## src/hdl/m31_tpe_pkg.sv

```systemverilog
`timescale 1ns / 1ps
// ----------------------------------------------------------------------------
// m31_tpe_pkg
// Shared types, codes and modular helpers for the Mersenne-31 ternary pair
// expander.
// ----------------------------------------------------------------------------
package m31_tpe_pkg;

  localparam logic [30:0] M31_P   = 31'h7FFFFFFF;
  localparam logic [30:0] EXP_INV = 31'h7FFFFFFD;

  localparam int Q_DEPTH = 4;
  localparam int Q_AW    = $clog2(Q_DEPTH);
  localparam int Q_CW    = $clog2(Q_DEPTH + 1);

  localparam logic [1:0] ST_OK        = 2'd0;
  localparam logic [1:0] ST_BAD_COEFF = 2'd1;
  localparam logic [1:0] ST_NO_COEFF  = 2'd2;

  localparam logic [1:0] K_LOAD   = 2'd0;
  localparam logic [1:0] K_EXPAND = 2'd1;
  localparam logic [1:0] K_BAD    = 2'd2;
  localparam logic [1:0] K_NOLOAD = 2'd3;

  localparam logic ACT_LOAD = 1'b0;

  typedef struct packed {
    logic        action;
    logic [29:0] coefficient;
    logic [30:0] pair_x;
    logic [30:0] pair_y;
  } m31_in_t;

  typedef struct packed {
    logic [30:0] out_x;
    logic [30:0] out_y;
    logic        last;
    logic [1:0]  status;
  } m31_out_t;

  typedef struct packed {
    logic [1:0]  kind;
    logic [29:0] coeff;
    logic [30:0] x;
    logic [30:0] y;
  } m31_entry_t;

  function automatic logic [30:0] m31_reduce(input logic [61:0] p);
    logic [31:0] s;
    logic [30:0] t;
    s = {1'b0, p[61:31]} + {1'b0, p[30:0]};
    t = s[30:0] + {30'd0, s[31]};
    return (t == M31_P) ? 31'd0 : t;
  endfunction

  function automatic logic [30:0] m31_add(input logic [30:0] u, input logic [30:0] v);
    logic [31:0] s;
    s = {1'b0, u} + {1'b0, v};
    return (s >= {1'b0, M31_P}) ? 31'(s - {1'b0, M31_P}) : s[30:0];
  endfunction

  function automatic logic [30:0] m31_sub(input logic [30:0] u, input logic [30:0] v);
    logic [31:0] s;
    s = {1'b0, u} + {1'b0, M31_P} - {1'b0, v};
    return (s >= {1'b0, M31_P}) ? 31'(s - {1'b0, M31_P}) : s[30:0];
  endfunction

endpackage

```

## src/hdl/m31_tpe_front.sv

```systemverilog
`timescale 1ns / 1ps
// ----------------------------------------------------------------------------
// m31_tpe_front
// Accepts input items, reduces the pair into range and classifies each item
// as a load, an expand or one of the two error cases.
// ----------------------------------------------------------------------------
module m31_tpe_front
  import m31_tpe_pkg::*;
(
  input  logic       clk,
  input  logic       rst_n,
  input  logic       in_valid,
  output logic       in_stall,
  input  m31_in_t    in_data,
  input  logic       q_full,
  output logic       q_push,
  output m31_entry_t q_entry
);

  logic loaded_r;
  logic loaded_nxt;
  logic good_load;

  assign in_stall  = q_full;
  assign q_push    = in_valid && !q_full;
  assign good_load = (in_data.action == ACT_LOAD) && (in_data.coefficient >= 30'd2);

  always_comb begin
    q_entry.coeff = in_data.coefficient;
    q_entry.x     = (in_data.pair_x == M31_P) ? 31'd0 : in_data.pair_x;
    q_entry.y     = (in_data.pair_y == M31_P) ? 31'd0 : in_data.pair_y;
    if (in_data.action == ACT_LOAD) begin
      q_entry.kind = good_load ? K_LOAD : K_BAD;
    end else begin
      q_entry.kind = loaded_r ? K_EXPAND : K_NOLOAD;
    end
  end

  assign loaded_nxt = loaded_r || (q_push && good_load);

  always_ff @(posedge clk) begin
    if (!rst_n) begin
      loaded_r <= 1'b0;
    end else begin
      loaded_r <= loaded_nxt;
    end
  end

endmodule

```

## src/hdl/m31_tpe_queue.sv

```systemverilog
`timescale 1ns / 1ps
// ----------------------------------------------------------------------------
// m31_tpe_queue
// Short first-in first-out queue of classified items between the front and
// the back.
// ----------------------------------------------------------------------------
module m31_tpe_queue
  import m31_tpe_pkg::*;
(
  input  logic       clk,
  input  logic       rst_n,
  input  logic       push,
  input  m31_entry_t push_data,
  output logic       full,
  input  logic       pop,
  output logic       empty,
  output m31_entry_t head
);

  m31_entry_t       mem_r [Q_DEPTH];
  logic [Q_AW-1:0]  wr_ptr_r;
  logic [Q_AW-1:0]  wr_ptr_nxt;
  logic [Q_AW-1:0]  rd_ptr_r;
  logic [Q_AW-1:0]  rd_ptr_nxt;
  logic [Q_CW-1:0]  count_r;
  logic [Q_CW-1:0]  count_nxt;
  logic             do_push;
  logic             do_pop;

  assign full    = (count_r == Q_CW'(Q_DEPTH));
  assign empty   = (count_r == '0);
  assign head    = mem_r[rd_ptr_r];
  assign do_push = push && !full;
  assign do_pop  = pop && !empty;

  always_comb begin
    wr_ptr_nxt = wr_ptr_r;
    rd_ptr_nxt = rd_ptr_r;
    count_nxt  = count_r;
    if (do_push) begin
      wr_ptr_nxt = (wr_ptr_r == Q_AW'(Q_DEPTH - 1)) ? '0 : wr_ptr_r + 1'b1;
    end
    if (do_pop) begin
      rd_ptr_nxt = (rd_ptr_r == Q_AW'(Q_DEPTH - 1)) ? '0 : rd_ptr_r + 1'b1;
    end
    if (do_push && !do_pop) begin
      count_nxt = count_r + 1'b1;
    end else if (do_pop && !do_push) begin
      count_nxt = count_r - 1'b1;
    end
  end

  always_ff @(posedge clk) begin
    if (!rst_n) begin
      wr_ptr_r <= '0;
      rd_ptr_r <= '0;
      count_r  <= '0;
    end else begin
      wr_ptr_r <= wr_ptr_nxt;
      rd_ptr_r <= rd_ptr_nxt;
      count_r  <= count_nxt;
    end
  end

  always_ff @(posedge clk) begin
    if (do_push) begin
      mem_r[wr_ptr_r] <= push_data;
    end
  end

endmodule

```

## src/hdl/m31_tpe_back.sv

```systemverilog
`timescale 1ns / 1ps
// ----------------------------------------------------------------------------
// m31_tpe_back
// Executes queued items with one shared modular multiplier: square-and-multiply
// sequencing for loads, three child transfers for expands, one for errors.
// ----------------------------------------------------------------------------
module m31_tpe_back
  import m31_tpe_pkg::*;
(
  input  logic       clk,
  input  logic       rst_n,
  input  logic       q_empty,
  input  m31_entry_t q_head,
  output logic       q_pop,
  output logic       out_valid,
  input  logic       out_stall,
  output m31_out_t   out_data
);

  localparam logic [3:0] S_IDLE = 4'd0;
  localparam logic [3:0] S_ERR  = 4'd1;
  localparam logic [3:0] S_SQ_M = 4'd2;
  localparam logic [3:0] S_SQ_R = 4'd3;
  localparam logic [3:0] S_ML_M = 4'd4;
  localparam logic [3:0] S_ML_R = 4'd5;
  localparam logic [3:0] S_R_M  = 4'd6;
  localparam logic [3:0] S_R_R  = 4'd7;
  localparam logic [3:0] S_LD   = 4'd8;
  localparam logic [3:0] S_X0   = 4'd9;
  localparam logic [3:0] S_X1   = 4'd10;
  localparam logic [3:0] S_X2   = 4'd11;

  logic [3:0]  state_r,     state_nxt;
  logic        out_valid_r, out_valid_nxt;
  m31_out_t    out_data_r,  out_data_nxt;
  logic [29:0] a_r,         a_nxt;
  logic [30:0] x_r,         x_nxt;
  logic [30:0] y_r,         y_nxt;
  logic [1:0]  err_r,       err_nxt;
  logic [30:0] acc_r,       acc_nxt;
  logic [30:0] base_r,      base_nxt;
  logic [4:0]  cnt_r,       cnt_nxt;
  logic        pass_r,      pass_nxt;
  logic [30:0] coeff_a_r,   coeff_a_nxt;
  logic [30:0] ratio_r,     ratio_nxt;
  logic [30:0] rinv_r,      rinv_nxt;
  logic [61:0] prod_r;
  logic [30:0] op_a;
  logic [30:0] op_b;
  logic [30:0] red;
  logic [30:0] num;
  logic        out_free;
  logic        emit;
  m31_out_t    emit_data;
  logic [3:0]  after_bit;

  assign out_valid = out_valid_r;
  assign out_data  = out_data_r;
  assign out_free  = !out_valid_r || !out_stall;
  assign red       = m31_reduce(prod_r);
  assign num       = 31'd0 - {1'b0, a_r};
  assign q_pop     = (state_r == S_IDLE) && !q_empty;

  always_comb begin
    case (state_r)
      S_SQ_M:  begin op_a = acc_r; op_b = acc_r;  end
      S_ML_M:  begin op_a = acc_r; op_b = base_r; end
      S_R_M:   begin op_a = num;   op_b = acc_r;  end
      S_X0:    begin op_a = y_r;   op_b = ratio_r; end
      S_X1:    begin op_a = y_r;   op_b = out_free ? rinv_r : ratio_r; end
      S_X2:    begin op_a = y_r;   op_b = rinv_r; end
      default: begin op_a = acc_r; op_b = acc_r;  end
    endcase
  end

  always_comb begin
    if (cnt_r == 5'd0) begin
      after_bit = pass_r ? S_LD : S_R_M;
    end else begin
      after_bit = S_SQ_M;
    end
  end

  always_comb begin
    state_nxt   = state_r;
    a_nxt       = a_r;
    x_nxt       = x_r;
    y_nxt       = y_r;
    err_nxt     = err_r;
    acc_nxt     = acc_r;
    base_nxt    = base_r;
    cnt_nxt     = cnt_r;
    pass_nxt    = pass_r;
    coeff_a_nxt = coeff_a_r;
    ratio_nxt   = ratio_r;
    rinv_nxt    = rinv_r;
    emit        = 1'b0;
    emit_data   = '0;
    case (state_r)
      S_IDLE: begin
        if (!q_empty) begin
          a_nxt    = q_head.coeff;
          x_nxt    = q_head.x;
          y_nxt    = q_head.y;
          acc_nxt  = 31'd1;
          base_nxt = {1'b0, q_head.coeff} + 31'd1;
          cnt_nxt  = 5'd30;
          pass_nxt = 1'b0;
          case (q_head.kind)
            K_LOAD:   state_nxt = S_SQ_M;
            K_EXPAND: state_nxt = S_X0;
            K_BAD: begin
              err_nxt   = ST_BAD_COEFF;
              state_nxt = S_ERR;
            end
            default: begin
              err_nxt   = ST_NO_COEFF;
              state_nxt = S_ERR;
            end
          endcase
        end
      end
      S_ERR: begin
        emit             = out_free;
        emit_data.last   = 1'b1;
        emit_data.status = err_r;
        if (out_free) begin
          state_nxt = S_IDLE;
        end
      end
      S_SQ_M: state_nxt = S_SQ_R;
      S_SQ_R: begin
        acc_nxt = red;
        if (EXP_INV[cnt_r]) begin
          state_nxt = S_ML_M;
        end else begin
          state_nxt = after_bit;
          cnt_nxt   = cnt_r - 5'd1;
        end
      end
      S_ML_M: state_nxt = S_ML_R;
      S_ML_R: begin
        acc_nxt   = red;
        state_nxt = after_bit;
        cnt_nxt   = cnt_r - 5'd1;
      end
      S_R_M: state_nxt = S_R_R;
      S_R_R: begin
        base_nxt  = red;
        acc_nxt   = 31'd1;
        cnt_nxt   = 5'd30;
        pass_nxt  = 1'b1;
        state_nxt = S_SQ_M;
      end
      S_LD: begin
        emit           = out_free;
        emit_data.out_x = base_r;
        emit_data.out_y = acc_r;
        emit_data.last  = 1'b1;
        emit_data.status = ST_OK;
        if (out_free) begin
          coeff_a_nxt = {1'b0, a_r};
          ratio_nxt   = base_r;
          rinv_nxt    = acc_r;
          state_nxt   = S_IDLE;
        end
      end
      S_X0: begin
        emit            = out_free;
        emit_data.out_x = x_r;
        emit_data.out_y = y_r;
        if (out_free) begin
          state_nxt = S_X1;
        end
      end
      S_X1: begin
        emit            = out_free;
        emit_data.out_x = m31_add(x_r, coeff_a_r);
        emit_data.out_y = red;
        if (out_free) begin
          state_nxt = S_X2;
        end
      end
      S_X2: begin
        emit            = out_free;
        emit_data.out_x = m31_sub(x_r, coeff_a_r);
        emit_data.out_y = red;
        emit_data.last  = 1'b1;
        if (out_free) begin
          state_nxt = S_IDLE;
        end
      end
      default: state_nxt = S_IDLE;
    endcase
  end

  always_comb begin
    out_valid_nxt = out_valid_r;
    out_data_nxt  = out_data_r;
    if (emit) begin
      out_valid_nxt = 1'b1;
      out_data_nxt  = emit_data;
    end else if (!out_stall) begin
      out_valid_nxt = 1'b0;
    end
  end

  always_ff @(posedge clk) begin
    if (!rst_n) begin
      state_r     <= S_IDLE;
      out_valid_r <= 1'b0;
      coeff_a_r   <= '0;
      ratio_r     <= '0;
      rinv_r      <= '0;
    end else begin
      state_r     <= state_nxt;
      out_valid_r <= out_valid_nxt;
      coeff_a_r   <= coeff_a_nxt;
      ratio_r     <= ratio_nxt;
      rinv_r      <= rinv_nxt;
    end
  end

  always_ff @(posedge clk) begin
    out_data_r <= out_data_nxt;
    a_r        <= a_nxt;
    x_r        <= x_nxt;
    y_r        <= y_nxt;
    err_r      <= err_nxt;
    acc_r      <= acc_nxt;
    base_r     <= base_nxt;
    cnt_r      <= cnt_nxt;
    pass_r     <= pass_nxt;
    prod_r     <= 62'(op_a) * 62'(op_b);
  end

endmodule

```

## src/hdl/m31_ternary_pair_expand.sv

```systemverilog
`timescale 1ns / 1ps
// ----------------------------------------------------------------------------
// m31_ternary_pair_expand
// Expand: three child transfers per item, offered one after another from the output register.
// Load: two 31-bit Fermat exponentiations on one multiplier, then one result transfer.
// Errors: one transfer per item, marked last with an error status.
// A queue of four items lets the front accept while the back is busy.
// Reset empties the queue and forgets the loaded coefficient.
// ----------------------------------------------------------------------------
module m31_ternary_pair_expand
  import m31_tpe_pkg::*;
(
  input  logic     clk,
  input  logic     rst_n,
  input  logic     in_valid,
  output logic     in_stall,
  input  m31_in_t  in_data,
  output logic     out_valid,
  input  logic     out_stall,
  output m31_out_t out_data
);

  logic       q_full;
  logic       q_push;
  m31_entry_t q_entry;
  logic       q_pop;
  logic       q_empty;
  m31_entry_t q_head;

  m31_tpe_front u_front (
    .clk      (clk),
    .rst_n    (rst_n),
    .in_valid (in_valid),
    .in_stall (in_stall),
    .in_data  (in_data),
    .q_full   (q_full),
    .q_push   (q_push),
    .q_entry  (q_entry)
  );

  m31_tpe_queue u_queue (
    .clk       (clk),
    .rst_n     (rst_n),
    .push      (q_push),
    .push_data (q_entry),
    .full      (q_full),
    .pop       (q_pop),
    .empty     (q_empty),
    .head      (q_head)
  );

  m31_tpe_back u_back (
    .clk       (clk),
    .rst_n     (rst_n),
    .q_empty   (q_empty),
    .q_head    (q_head),
    .q_pop     (q_pop),
    .out_valid (out_valid),
    .out_stall (out_stall),
    .out_data  (out_data)
  );

endmodule

```

## config.mk

```make
export PLATFORM = sky130hd
export DESIGN_NAME = m31_ternary_pair_expand
export DESIGN_NICKNAME = d
export VERILOG_FILES = /design/src/hdl/m31_tpe_pkg.sv /design/src/hdl/m31_tpe_front.sv /design/src/hdl/m31_tpe_queue.sv /design/src/hdl/m31_tpe_back.sv /design/src/hdl/m31_ternary_pair_expand.sv
export SDC_FILE = /design/constraint.sdc
export NUM_CORES = 2
export LEC_CHECK = 0
export BUFFER_PORTS_ARGS = -buffer_cell sky130_fd_sc_hd__buf_2
export CAP_MARGIN = 10
export CORE_MARGIN = 2
export CORE_UTILIZATION = 45
export CTS_BUF_LIST = sky130_fd_sc_hd__clkbuf_16
export DETAILED_ROUTE_END_ITERATION = 7
export HOLD_SLACK_MARGIN = 0.15
export SETUP_SLACK_MARGIN = 0.2
export SLEW_MARGIN = 20
export SYNTH_ARGS = -nofsm -noshare
export SYNTH_HDL_FRONTEND = slang
export SYNTH_HIERARCHICAL = 1
export SYNTH_SLANG_ARGS = --single-unit
```

## constraint.sdc

```tcl
create_clock -name clk -period 14.4 [get_ports clk]
set_clock_uncertainty 0.2 [all_clocks]
set_input_delay 2.16 -clock clk [delete_from_list [all_inputs] [get_ports clk]]
set_output_delay 2.16 -clock clk [all_outputs]
set_load 0.05 [all_outputs]
```

Word level (Yosys, flattened, before mapping). Memories as Yosys holds them, arrays and structs flattened. A register that Yosys moved wholly into a read port is not among the register bits. Cells that the tools add are included.

Register bits after elaboration: 394. Latch bits: 0. RAM bits: 376. Memory bits (read-only): 32. Bits of input ports: 97. Output and inout port bits: 67. Logic and storage cells: 152. Memories: 2.

$add $sub $neg: 14. $mul: 1. Div/mod/pow operators: 0. Magnitude comparators: 4. Equality and inequality tests: 25. Shift operators: 0. Mux-type cells: 45. Bitwise gates (word level): 3. Reduce and logical (&&, ||, !) cells: 36.

Memories: u_queue.mem_r (depth 4, bits a word 94, rd ports 1, clocked after memory_dff 1, write ports 1, line m31_tpe_queue.sv:20) `m31_entry_t mem_r [Q_DEPTH];`; (no name shown) (depth 32, bits a word 1, rd ports 1, clocked after memory_dff 1, write ports 0, line m31_tpe_back.sv:134) `if (EXP_INV[cnt_r]) begin`.

Operators with widths (count): two-way mux 31 bit (8); one-hot mux 62 bit (4 select lines) (1); one-hot mux 31 bit (2 select lines) (2); one-hot mux 31 bit (4 select lines) (1); equality test 31 bit (second input constant) (3); one-hot mux 31 bit (3 select lines) (1); >= comparator 32 x 31 -> 1 bit (second input constant) (2); multiplier 31 x 31 -> 62 bit (1); subtractor 31 bit (second input constant) (2); one-hot mux 4 bit (10 select lines) (1); adder 31 x 30 -> 32 bit (1); adder 31 x 31 -> 32 bit (1); adder 31 x 31 -> 32 bit (second input constant) (1); subtractor 32 x 30 -> 32 bit (1); adder 30 x 1 -> 31 bit (second input constant) (1); adder 31 x 1 -> 31 bit (1); subtractor 1 x 30 -> 31 bit (first input constant) (1); >= comparator 30 x 2 -> 1 bit (second input constant) (1); two-way mux 4 bit (7); one-hot mux 5 bit (4 select lines) (1); equality test 4 x 3 -> 1 bit (second input constant) (4); equality test 4 bit (second input constant) (4); two-way mux 5 bit (3); two-way mux 2 bit (7); other kinds (34) (72).

Depth between registers and ports, before layout.
Depth after elaboration: 8. Mapped depth: 42. Depth with buffers taken out: 38.

Cells and area by module. The synthesis kept the hierarchy.

Modules (own cells, without submodules): m31_tpe_back (times used 1, cells each 6120, area an instance 54153.2 um2, sequential area each 10019.6 um2); m31_tpe_queue (times used 1, cells each 542, area an instance 14102.3 um2, sequential area each 11471.0 um2); m31_tpe_front (times used 1, cells each 140, area an instance 1041.0 um2, sequential area each 20.0 um2).

Worst setup path before layout. No wires, ideal clock.

Kind: in2reg. From: in out_stall. To: reg u_back.prod_r[61]. Library setup time: 0.072 ns. Arrival time: 10.879 ns. Required time: 14.128 ns. Slack: 3.249 ns. Stages on the path: 34. Buffers on the path: 3. Path through: and2_1 clkbuf_1 a21oi_1 nor2_1 clkbuf_1 a221oi_1 clkbuf_1 nor2_1 fa_1 fa_1 inv_1 fa_1 fa_1 inv_1 fa_1 fa_1 fa_1 inv_1 fa_1 inv_1 ha_1 a21o_1 a21o_1 a21oi_1 a21oi_1 a2111o_1 a31oi_1 o21ai_0 a221o_1 a41oi_1 a211o_1 o21ai_0 a21oi_1 xnor2_1.

Longest elaborated chain between the ends: 5.

RTL lines: from (decl) (line m31_ternary_pair_expand.sv:19) `input logic out_stall,`; logical NOT 1 bit (line m31_tpe_back.sv:59) `assign out_free = !out_valid_r || !out_stall;`; logical OR 1 bit (line m31_tpe_back.sv:59); two-way mux 31 bit (line m31_tpe_back.sv:70) `S_X1: begin op_a = y_r; op_b = out_free ? rinv_r : ratio_r; end`; one-hot mux 31 bit (4 select lines) (line m31_tpe_back.sv:65) `case (state_r)`; multiplier 31 x 31 -> 62 bit (line m31_tpe_back.sv:234) `prod_r <= 62'(op_a) * 62'(op_b);`; to (signal assigned) (line m31_tpe_back.sv:234); to (decl) (line m31_tpe_back.sv:47) `logic [61:0] prod_r;`.

No other way between the ends. A chain may end at the register's enable or synchronous reset.

Final worst setup path.
From: reg u_back.state_r[0]. To: reg u_back.prod_r[61].

Longest elaborated chain between the ends: 4. Elaborated cells on any way between the ends: 9. Classes of those cells: mul (1); eq/ne (5); mux (2); reduce/logical (1).

RTL lines: from (decl) (line m31_tpe_back.sv:33) `logic [3:0] state_r, state_nxt;`; from (signal assigned) (line m31_tpe_back.sv:216) `state_r <= state_nxt;`; equality test 4 bit (line m31_tpe_back.sv:65); OR reduction 3 bit (no source line); one-hot mux 31 bit (2 select lines) (line m31_tpe_back.sv:65); multiplier 31 x 31 -> 62 bit (*) (line m31_tpe_back.sv:234).

Mark *: on every way between the ends. The rest lies on a longest branch, timed or not.

==> metrics.txt <==
# TYPE chip_impl_metric gauge
chip_impl_info{name="result_of_the_run",value="finished, final reports clean"} 1
chip_impl_metric{name="synth-edff-count",unit=""} 603
chip_impl_info{name="layout.cells.most_common",value="sky130_fd_sc_hd__inv_1"} 1
chip_impl_metric{name="layout_cell_area_excl_fill",unit="µm²"} 75090
chip_impl_metric{name="drc",unit=""} 0
chip_impl_metric{name="gp_congestion",unit=""} 0.9491
chip_impl_metric{name="firstDrtPassIters",unit=""} 6
chip_impl_metric{name="timing.final.hold_violations",unit=""} 0
chip_impl_metric{name="yosys_warnings",unit=""} 6
chip_impl_metric{name="tritoncts.num_buffers",unit=""} 78
chip_impl_metric{name="drtIter0Drc",unit=""} 5785
chip_impl_metric{name="setup.reg_to_reg.worst_slack",unit="ps"} 2160
chip_impl_metric{name="hold_depth",unit=""} 2
chip_impl_metric{name="cts_resized",unit=""} 0
chip_impl_metric{name="grt_max_degree",unit=""} 96
chip_impl_info{name="worst_hold_startpoint",value="u_back/rinv_r[11]"} 1
chip_impl_metric{name="chipHeight",unit="µm"} 396.4
chip_impl_metric{name="ratio_of_final_minimum_period_to_clock_period",unit="%"} 84.97
chip_impl_metric{name="vias",unit=""} 52497
chip_impl_metric{name="synth_cell_types",unit=""} 105
chip_impl_metric{name="antenna_violating_nets_post_route",unit=""} 0
chip_impl_metric{name="number_of_global_route_vias_before_repair",unit=""} 52507
chip_impl_metric{name="finalSetupViolCount",unit=""} 0
chip_impl_info{name="grt_setup_unrepaired",value="false"} 1
chip_impl_info{name="critPathLaunchType",value="flop"} 1
chip_impl_metric{name="num_rows",unit=""} 144
chip_impl_metric{name="syn_avg_cell_area",unit="µm²"} 10.19
chip_impl_metric{name="drv.max_cap_violation_count",unit=""} 0
chip_impl_metric{name="worst-slew-pin-transition",unit="ps"} 1255
chip_impl_metric{name="postRouteWirelength",unit="mm"} 230.3
chip_impl_info{name="ys.flop_type",value="sky130_fd_sc_hd__edfxtp_1"} 1
chip_impl_info{name="timing.hold.worst_endpoint",value="u_back/rinv_r[11]"} 1
chip_impl_metric{name="timing.critical_path.fanout_max",unit=""} 44
chip_impl_metric{name="synth.yosys.seq_area_share",unit="%"} 31.04
chip_impl_metric{name="achievable-frequency",unit="MHz"} 81.73
chip_impl_metric{name="pins_over_slew_limit",unit=""} 0
chip_impl_metric{name="path_buf_inv",unit=""} 8
chip_impl_info{name="synth.top_cells.by_area",value="sky130_fd_sc_hd__edfxtp_1, sky130_fd_sc_hd__fa_1, sky130_fd_sc_hd__ha_1"} 1
chip_impl_metric{name="rr_worst_depth",unit=""} 35
chip_impl_metric{name="via_per_inst",unit=""} 5.896
chip_impl_metric{name="cts.path.max_buffers",unit=""} 3
chip_impl_metric{name="synthesis.instances",unit=""} 6802
chip_impl_info{name="crit_path_end_kind",value="flop"} 1
chip_impl_metric{name="post_cts.repair.setup_buffers",unit=""} 0
chip_impl_metric{name="dpl_cell_area",unit="µm²"} 72400
chip_impl_info{name="timing_worst_setup_path_type",value="reg -> reg"} 1
chip_impl_metric{name="gr-usage-all-layers",unit="%"} 29.58
chip_impl_info{name="yosysTopAreaCell",value="sky130_fd_sc_hd__edfxtp_1"} 1
chip_impl_metric{name="grt_antenna_before_repair",unit=""} 9
chip_impl_metric{name="synth_seq_cells",unit=""} 773
chip_impl_metric{name="floorplan.io_pins",unit=""} 164
chip_impl_info{name="critical-path-top-delay-family",value="compound AO/OA/AOI/OAI gates"} 1
chip_impl_metric{name="period_minus_slack",unit="ps"} 12240
chip_impl_info{name="cts_tree",value="built"} 1
chip_impl_metric{name="syn-cell-area",unit="µm²"} 69300
chip_impl_metric{name="core_region",unit="µm²"} 153500
chip_impl_metric{name="finalWorstSetupSlack",unit="ps"} 2164
chip_impl_metric{name="port-buffer-count",unit=""} 163
chip_impl_info{name="topRoutingLayerUsed",value="met5"} 1
chip_impl_metric{name="timing.critical_path.required",unit="ps"} 14800
chip_impl_metric{name="length_of_routed_met3_wiring",unit="mm"} 21.71
chip_impl_info{name="layout.cells.most_common_list",value="sky130_fd_sc_hd__inv_1, sky130_fd_sc_hd__fa_1, sky130_fd_sc_hd__nand2_1"} 1
chip_impl_info{name="worst_path_max_delay_cell",value="sky130_fd_sc_hd__a221oi_2"} 1
chip_impl_metric{name="clock-sinks",unit=""} 773
chip_impl_metric{name="grt_pass1_wl",unit="mm"} 344.8
chip_impl_metric{name="m1WireLength",unit="mm"} 96.72
chip_impl_metric{name="worst-endpoint-arrival",unit="ps"} 12630
chip_impl_metric{name="holdBufCountCts",unit=""} 0
chip_impl_metric{name="worstSkewPairLatency",unit="ps"} 700
chip_impl_metric{name="route.met2.wl",unit="mm"} 98.49
chip_impl_metric{name="synth_fp_nets",unit=""} 8099
chip_impl_info{name="clock-root-buffer",value="sky130_fd_sc_hd__clkbuf_16"} 1
chip_impl_metric{name="fin_setup_tns",unit="ps"} 0
chip_impl_info{name="timing.rr.start",value="u_back/state_r[0]"} 1
chip_impl_metric{name="initial_core_util",unit="%"} 45.14
chip_impl_info{name="worstReg2RegEnd",value="u_back/prod_r[61]"} 1
chip_impl_metric{name="design.final.nets",unit=""} 8094
chip_impl_metric{name="ys_async_sr_fraction",unit="%"} 0
chip_impl_metric{name="cts_htree_levels",unit=""} 3
chip_impl_metric{name="fp.dieArea",unit="µm²"} 157100
chip_impl_info{name="path_common_cell",value="sky130_fd_sc_hd__fa_1"} 1
chip_impl_metric{name="post-synth-top-area-fraction",unit="%"} 26.13
chip_impl_metric{name="layout-drive-gt1-share",unit="%"} 9.856
chip_impl_metric{name="overflow",unit=""} 0
chip_impl_metric{name="clk_transition_reported_paths",unit="ps"} 70
chip_impl_metric{name="timing.slew.headroom",unit="%"} 16.32
chip_impl_metric{name="chipWidth",unit="µm"} 396.4
chip_impl_metric{name="max_stage_delay",unit="ps"} 1060
chip_impl_info{name="hold_class",value="reg -> reg"} 1
chip_impl_metric{name="dp_hpwl",unit="mm"} 178.9
chip_impl_metric{name="wire_per_inst",unit="µm"} 25.87
chip_impl_metric{name="place_ws",unit="ps"} 1759
chip_impl_metric{name="syn2layout_area_growth",unit="%"} 8.367
cell type report:
| class | instances | area, µm² |
|---|---|---|
| fill | 14137 | 78410 |
| multi-input combinational | 4761 | 43160 |
| sequential | 773 | 21520 |
| inverter | 877 | 3292 |
| tap | 2044 | 2557 |
| clock buffer | 78 | 1952 |
| timing repair buffer | 306 | 1918 |
| clock inverter | 64 | 691.9 |
| antenna | 1 | 2.502 |
metal layers:
metal  up-vias  GRT usage (%)
li1      22687              -
met1     26650          42.31
met2      2663          43.31
met3       493          5.134
met4         4          14.92
met5         -              0
sequential cells by signal, indices dropped and copies added (netlist names), 5 cells and up, named ones only:
name,cells
u_back/acc_r,31
u_back/y_r,31
u_back/a_r,30
u_queue/mem_r,376
u_back/base_r,31
u_back/cnt_r,5
u_back/coeff_a_r,30
u_back/x_r,31
u_back/out_data,65
u_back/rinv_r,31
u_back/prod_r,62
u_back/ratio_r,31
tightest hold or removal path, cell delays in order, from the launching register on:
cell                      delay [ps]
sky130_fd_sc_hd__dfxtp_1         310
sky130_fd_sc_hd__nand2_1          50
sky130_fd_sc_hd__a21oi_1          50
logic make-up after synthesis:
group	count (synthesis)	share of synthesized area [%]
adder cells (fa/ha/maj)	1200	30.78
flip-flops	773	31.04
buffers and inverters	1268	7.374
XOR/XNOR	259	3.293
AND/OR/NAND/NOR	2232	14.59
multiplexers	144	3.790
AO/OA/AOI/OAI	926	9.131
through the flow:
stage	std cells	util [%]	hold WS (ps)
finish	8904	48.92	256.1
global route	8904	48.92	272.4
CTS	8899	48.88	255.1
detailed placement	8757	47.16	246.4
global placement	8753	47.13	230.0
floorplan	6802	-	214.6
Yosys cell counts, types with 26 or more instances:
cell and count:
sky130_fd_sc_hd__o211ai_1 28, sky130_fd_sc_hd__nor2b_1 44, sky130_fd_sc_hd__nor2_1 756, sky130_fd_sc_hd__nand2_1 814
sky130_fd_sc_hd__a22oi_1 26, sky130_fd_sc_hd__and3_1 33, sky130_fd_sc_hd__edfxtp_1 603, sky130_fd_sc_hd__a211oi_1 35
sky130_fd_sc_hd__nor3_1 79, sky130_fd_sc_hd__a21o_1 52, sky130_fd_sc_hd__and2_1 102, sky130_fd_sc_hd__a31oi_1 29
sky130_fd_sc_hd__nand3_1 96, sky130_fd_sc_hd__dfxtp_1 170, sky130_fd_sc_hd__a221o_1 52, sky130_fd_sc_hd__buf_2 27
sky130_fd_sc_hd__o21ai_0 149, sky130_fd_sc_hd__nand4_1 51, sky130_fd_sc_hd__inv_1 874, sky130_fd_sc_hd__nand2b_1 76
sky130_fd_sc_hd__a221oi_1 57, sky130_fd_sc_hd__nor4_1 36, sky130_fd_sc_hd__clkbuf_1 288, sky130_fd_sc_hd__a21oi_1 264
sky130_fd_sc_hd__mux2i_1 46, sky130_fd_sc_hd__mux4_2 94, sky130_fd_sc_hd__and2_4 26, sky130_fd_sc_hd__o31ai_1 40
sky130_fd_sc_hd__xor2_1 84, sky130_fd_sc_hd__xnor2_1 174, sky130_fd_sc_hd__o32ai_1 29, sky130_fd_sc_hd__fa_1 841
sky130_fd_sc_hd__buf_4 38, sky130_fd_sc_hd__ha_1 359
how the worst max path moves through the flow:
stage                            startpoint  cells after the start  slack, ps                 to
after floorplan                   out_stall                     34       3250  u_back/prod_r[61]
after global placement            out_stall                     33       1700  u_back/prod_r[54]
after detailed placement          out_stall                     33       1760  u_back/prod_r[61]
after CTS                 u_back/state_r[0]                     36       2300  u_back/prod_r[61]
after global routing              out_stall                     35       1750  u_back/prod_r[61]
final                     u_back/state_r[0]                     35       2160  u_back/prod_r[61]
Power is left out: the tool's default activity adds up to more than one toggle a clock period on the data nets, which glitch-free logic cannot reach.
